===== src/hbbc_pkg.sv =====
// Package: action and status codes shared by the buffer cache modules.
package hbbc_pkg;

  typedef enum logic [1:0] {
    ACT_GET     = 2'd0,
    ACT_RELEASE = 2'd1,
    ACT_PIN     = 2'd2,
    ACT_UNPIN   = 2'd3
  } action_e;

  typedef enum logic [1:0] {
    ST_OK        = 2'd0,
    ST_NO_FREE   = 2'd1,
    ST_UNDERFLOW = 2'd2,
    ST_OVERFLOW  = 2'd3
  } status_e;

  localparam int unsigned BlockBits = 32;
  localparam int unsigned DevBits   = 32;

endpackage


===== src/hbbc_mod.sv =====
// Block number modulo unit: one byte per cycle, reduced by a reciprocal multiply.
module hbbc_mod #(
  parameter int unsigned NUM_BUCKETS = 13,
  parameter int unsigned BKT_W       = 4
) (
  input  logic                           clk_i,
  input  logic                           rst_ni,
  input  logic                           start_i,
  input  logic [hbbc_pkg::BlockBits-1:0] value_i,
  output logic                           done_o,
  output logic [BKT_W-1:0]               rem_o
);
  localparam int unsigned Steps = hbbc_pkg::BlockBits / 8;
  localparam int unsigned CntW  = $clog2(Steps + 1);
  localparam int unsigned TW    = BKT_W + 8;
  localparam int unsigned Shift = TW + BKT_W;
  localparam int unsigned PW    = TW + Shift + 1;
  // ceil(2^Shift / NUM_BUCKETS): exact quotient for any partial below 2^TW
  localparam longint unsigned RecipVal =
    ((64'd1 << Shift) + 64'(NUM_BUCKETS) - 64'd1) / 64'(NUM_BUCKETS);
  localparam logic [Shift:0] Recip   = (Shift + 1)'(RecipVal);
  localparam logic [TW-1:0]  Divisor = TW'(NUM_BUCKETS);

  logic [hbbc_pkg::BlockBits-1:0] val_q, val_d;
  logic [BKT_W-1:0] rem_q, rem_d;
  logic [CntW-1:0]  cnt_q, cnt_d;
  logic             busy_q, busy_d;
  logic [TW-1:0]    part;
  logic [PW-1:0]    prod;
  logic [7:0]       quot;
  logic [TW-1:0]    back;
  logic [TW-1:0]    diff;

  // fold the next byte into the running remainder, most significant byte first
  always_comb begin
    val_d  = val_q;
    rem_d  = rem_q;
    cnt_d  = cnt_q;
    busy_d = busy_q;
    part   = {rem_q, val_q[hbbc_pkg::BlockBits-1 -: 8]};
    prod   = {{(Shift + 1){1'b0}}, part} * {{TW{1'b0}}, Recip};
    quot   = prod[Shift +: 8];
    back   = {{(TW - 8){1'b0}}, quot} * Divisor;
    diff   = part - back;
    if (start_i) begin
      val_d  = value_i;
      rem_d  = '0;
      cnt_d  = CntW'(Steps);
      busy_d = 1'b1;
    end else if (busy_q) begin
      val_d = {val_q[hbbc_pkg::BlockBits-9:0], 8'd0};
      rem_d = diff[BKT_W-1:0];
      cnt_d = cnt_q - 1'b1;
      if (cnt_q == CntW'(1)) busy_d = 1'b0;
    end
  end

  always_ff @(posedge clk_i or negedge rst_ni) begin
    if (!rst_ni) begin
      busy_q <= 1'b0;
      cnt_q  <= '0;
    end else begin
      busy_q <= busy_d;
      cnt_q  <= cnt_d;
    end
  end

  always_ff @(posedge clk_i) begin
    val_q <= val_d;
    rem_q <= rem_d;
  end

  assign done_o = busy_q && (cnt_q == CntW'(1));
  assign rem_o  = rem_d;

endmodule


===== config.mk =====
export PLATFORM = sky130hd
export DESIGN_NAME = hbbc_mod
export DESIGN_NICKNAME = d
export VERILOG_FILES = /design/src/hbbc_pkg.sv /design/src/hbbc_mod.sv
export SDC_FILE = /design/constraint.sdc
export NUM_CORES = 1
export LEC_CHECK = 0
export ABC_AREA = 1
export ABC_CLOCK_PERIOD_IN_PS = 12000
export BUFFER_PORTS_ARGS = -buffer_cell sky130_fd_sc_hd__buf_2
export CORE_ASPECT_RATIO = 1.25
export CORE_MARGIN = 2
export CORE_UTILIZATION = 42
export CTS_CLUSTER_DIAMETER = 40
export DETAILED_ROUTE_END_ITERATION = 16
export GPL_TIMING_DRIVEN = 1
export HOLD_SLACK_MARGIN = 0.1
export PLACE_DENSITY = 0.68
export SETUP_SLACK_MARGIN = 0.02
export SYNTH_ARGS = -nofsm -noshare
export SYNTH_HDL_FRONTEND = slang
export SYNTH_SLANG_ARGS = --single-unit

===== constraint.sdc =====
create_clock -name clk_i -period 12 [get_ports clk_i]
set_input_delay 1.8 -clock clk_i [delete_from_list [all_inputs] [get_ports clk_i]]
set_output_delay 1.8 -clock clk_i [all_outputs]
set_load 0.005 [all_outputs]

== Yosys cells after proc, flatten, opt, wreduce, memory -nomap -nowiden ==
Index checks and enable logic that the tools add are counted.
W data, S select, Z words.

* Bits in latches: 0
* Memories: 0
* Output and inout port bits: 5
* Bits of input ports: 35
* Register bits: 40
* RAM bits: 0
* Logic and storage cells: 20
* Memory bits (read-only): 0

* Order comparisons: 0
* Multipliers: 2
* $add $sub $neg: 2
* Div/mod/pow operators: 0
* Reductions and logical operators: 2
* Shift operators: 0
* Bitwise operators: 0
* Eq/ne operators: 1
* Muxes and demuxes: 9

{| class="wikitable"
|+ Operator list
! kind !! number
|-
| $mux W32 || 2
|-
| $mul A12 B12 Y23 const B || 1
|-
| $mul A8 B4 Y4 const B || 1
|-
| $mux W4 || 2
|-
| $mux W3 || 2
|-
| $sub A4 B4 Y4 || 1
|-
| $eq A3 B1 Y1 const B || 1
|-
| $mux W1 || 3
|-
| $sub A3 B1 Y3 const B || 1
|-
| $reduce_bool A2 Y1 || 1
|-
| $logic_and A1 B1 Y1 || 1
|}

== Logic depth before layout (Yosys ltp) ==
* Depth after elaboration: 5
* Mapped depth: 34
* Mapped depth without buffers: 34

== Least setup slack after synthesis ==
Ideal clock, no wire load.

* Path kind: reg2out
* Start point: register val_q[27] (netlist name)
* End point: output rem_o[3]
* Data required time: 10.200 ns
* Path slack: 4.398 ns
* Cell stages (with the launch flop): 31
* Path buffers: 0
* Arrival time: 5.802 ns
* Cell sequence: edfxtp_1 -> fa_1 -> fa_1 -> inv_1 -> fa_1 -> inv_1 -> fa_1 -> inv_1 -> fa_1 -> inv_1 -> ha_1 -> nand2_1 -> nor2_4 -> nand3b_1 -> nand3_1 -> nand2_1 -> nand2_1 -> inv_1 -> ha_1 -> inv_1 -> fa_1 -> ha_1 -> nand2_1 -> o21ai_0 -> xor2_1 -> nand3_1 -> nand2_1 -> inv_1 -> nand2_1 -> nand3_1 -> nand2_1

* Longest elaborated chain between the ends: 5

{| class="wikitable"
|+ Ends and longest elaborated chain
! what !! RTL line !! text
|-
| start: declaration || hbbc_mod.sv:24 || <nowiki>logic [hbbc_pkg::BlockBits-1:0] val_q, val_d;</nowiki>
|-
| start signal: assignment || hbbc_mod.sv:69 || <nowiki>val_q <= val_d;</nowiki>
|-
| $mul A12 B12 Y23 || hbbc_mod.sv:41 || <nowiki>prod = {{(Shift + 1){1'b0}}, part} * {{TW{1'b0}}, Recip};</nowiki>
|-
| $mul A8 B4 Y4 || hbbc_mod.sv:43 || <nowiki>back = {{(TW - 8){1'b0}}, quot} * Divisor;</nowiki>
|-
| $sub A4 B4 Y4 * || hbbc_mod.sv:44 || <nowiki>diff = part - back;</nowiki>
|-
| $mux W4 * || hbbc_mod.sv:50 || <nowiki>end else if (busy_q) begin</nowiki>
|-
| $mux W4 * || hbbc_mod.sv:45 || <nowiki>if (start_i) begin</nowiki>
|-
| end: declaration || hbbc_mod.sv:11 || <nowiki>output logic [BKT_W-1:0] rem_o</nowiki>
|}

Mark *: on every way between the ends. The rest lies on a longest branch, timed or not.

== Final worst setup path ==
Ends and elaborated chain as after synthesis.

==> summary.txt <==
Run status
  • Status: complete, no violations

Floorplan
  • Initial Util: 42.7%
  • Die Height: roughly 120 um
  • I/O pins: 40
  • Num rows: 41
  • Die extent in x: 94.0 um
  • Die ar.: 0.0109 mm2
  • Core ar.: between 0.009 and 0.01 mm2

Route
  • Via count: 3047
  • WL per Instance: about 12 um
  • Drt drc: 0
  • Post-Route WL: 8080 um
  • Vias per cell: 4.59
  • Post-DRT Antenna Nets: 0
  • First-pass detailed-route iteration total: 4
  • Initial DRC count: 86

Clock tree
  • CTS Buf Count: 5
  • Clk buf depth: 2
  • Clk sink count: 40
  • Htree depth: 2
  • Clk pin slew, worst setup/hold paths: 0.06 ns
  • Resized cells post-CTS: 0
  • Clock Latency Late Sink: slightly below 0.3 ns
  • Setup bufs post-CTS: 0
  • CTS tree: done
  • Root Buffer: clkbuf_16
  • Hold_buf cts: 0

Global routing
  • First-pass GRT wire length: 14100 um
  • Number of global-route vias before repair: 3293
  • Initial antenna violation count: 0
  • Largest net degree at the start of global routing: 37
  • All-layer global routing usage: approximately 16%
  • Grt total ovfl: 0

Place
  • Cell Area, Placed: 0.00459 mm2
  • Gpl congestion: ~0.85
  • Final HPWL DP: 6850 um
  • Buffers on Ports: 39

Setup path
  • Worst-path fanout max: 9
  • WS Path Type: register to output port
  • Delay-heaviest family, CP: adder cells
  • Critical Path Max Stage Delay: 0.57 ns
  • Crit path capture type: output port
  • Worst Path Required: slightly above 10 ns
  • Critical path arrival: 6.58 ns
  • Slowest-stage cell, CP: edfxtp_1
  • Startpoint types: register
  • CP bufs+invs: 7

Synth
  • Commonest cells post-synth: 143 x nand2_1, 121 x inv_1, 64 x ha_1
  • Synthesized area: between 0.004 and 0.005 mm2
  • Cell taking the most area after synthesis: edfxtp_1
  • Main synth FF type: edfxtp_1
  • Most frequent cell after synthesis: nand2_1
  • Synth top area share: a little under a quarter
  • #FFs+latches synth: 40
  • Post-synthesis average cell area: around 8.6 um2
  • Post-synth ARST share: 10.0%
  • Post-synth EDFFs: 32
  • Synth warn: 0
  • Syn_nets: 633
  • Sequential area share after synthesis: 26.9%
  • Cells after Synth: 492
  • Unique masters post-synth: 28
  • Ranking of synthesized cells by area: edfxtp_1 23%, fa_1 20%, ha_1 19%

Final layout
  • Diode count: 0
  • Fillers: 1001
  • Net count, final: 675
  • Area growth, synth to finish: 12.0%
  • Share of layout cells above drive strength 1: roughly 12%
  • Final instance area: 0.00476 mm2

Timing
  • Final Max Slew Viols: 0
  • Slew headroom: 60.3%
  • Tcrit/Tclk final: 69.9%
  • RSZ-0062 raised after global routing: false
  • Clock Skew: 0.00501 ns
  • Worst-margin pin slew: 0.596 ns
  • Setup tns final: 0 ns
  • Final setup viols: 0
  • Min Clock Period, post-route: about 8.4 ns
  • Hold Vio Cnt, Final: 0
  • F_max: 119 MHz

Run
  • Max-Cap Viols: 0

Hold path
  • Hold Crit Class: register to register
-- per-layer routing --
layer	wire [um]	vias to the layer above	GRT usage, %
met5	0	-	0
met4	191	0	6.28
met3	176	11	1.48
met2	4310	47	30.8
met1	3400	1408	19.1
li1	-	1581	-
-- registers in the layout, indices dropped and copies added, names as in the netlist --
register  count
val_q        32
rem_q         4
cnt_q         3
busy_q        1
-- layout by cell type, fill, tap and decap left out, types with 3 or more instances in the layout --
master and n:
a21oi_1 10, buf_2 39, clkbuf_16 5, dfrtp_1 4
dfxtp_1 4, edfxtp_1 32, fa_1 42, ha_1 64
inv_1 121, nand2_1 143, nand2_2 7, nand3_1 14
nor2_1 12, nor2_2 4, o21ai_0 6, xnor2_1 3
xor2_1 5
-- cells by family after synthesis --
group / synth area share, %
simple gates: 18.5
buf+inv: 11.5
fa+ha+maj: 38.6
flops: 26.9
compound gates: 2.89
xor+xnor: 1.65
-- final timing paths --
check,depth (start not counted),slack [ns],from,end
setup / recovery,30,3.62,val_q[27]$_DFFE_PP_,rem_o[3]
hold / removal,1,0.49,cnt_q[2]$_DFFE_PN0P_,cnt_q[2]$_DFFE_PN0P_
setup reg to reg,29,5.71,val_q[27]$_DFFE_PP_,rem_q[3]$_DFF_P_
hold reg to reg,1,0.49,cnt_q[2]$_DFFE_PN0P_,cnt_q[2]$_DFFE_PN0P_
max in group asynchronous,1,10.56,rst_ni,cnt_q[0]$_DFFE_PN0P_
min in group asynchronous,1,1.31,rst_ni,busy_q$_DFF_PN0_
-- worst reg2reg max path: cells and delay by family (launching register included) --
kind / cells / cell delay (ns)
adders and majority gates: 9 / 3.82
and+or+nand+nor: 12 / 1.06
DFF: 1 / 0.57
buffers and inverters: 6 / 0.36
xor gates and xnor gates: 1 / 0.20
AOI/OAI and AO/OA: 1 / 0.18
-- per-stage QoR --
| step | utilization (%) | worst slack [ns] | cells | hold slack (ns) |
|---|---|---|---|---|
| after floorplan | - | 4.40 | 492 | 0.457 |
| after global placement | 46.1 | 4.07 | 656 | 0.479 |
| after detailed placement | 46.1 | 3.90 | 656 | 0.487 |
| after CTS | 47.8 | 3.58 | 664 | 0.494 |
| after global routing | 47.8 | 3.20 | 664 | 0.517 |
| final | 47.8 | 3.62 | 664 | 0.490 |
-- cell type report --
class | count | area [um2] | area share (%)
sequential | 40 | 1140 | 24.0
clock buffer | 5 | 125 | 2.63
timing repair buffer | 41 | 210 | 4.42
inverter | 122 | 458 | 9.62
multi-input combinational | 324 | 2620 | 55.1
tap | 129 | 161 | 3.39
clock inverter | 3 | 42.5 | 0.894
Power is left out: the tool's default activity adds up to more than one toggle a clock period on the data nets, which glitch-free logic cannot reach.
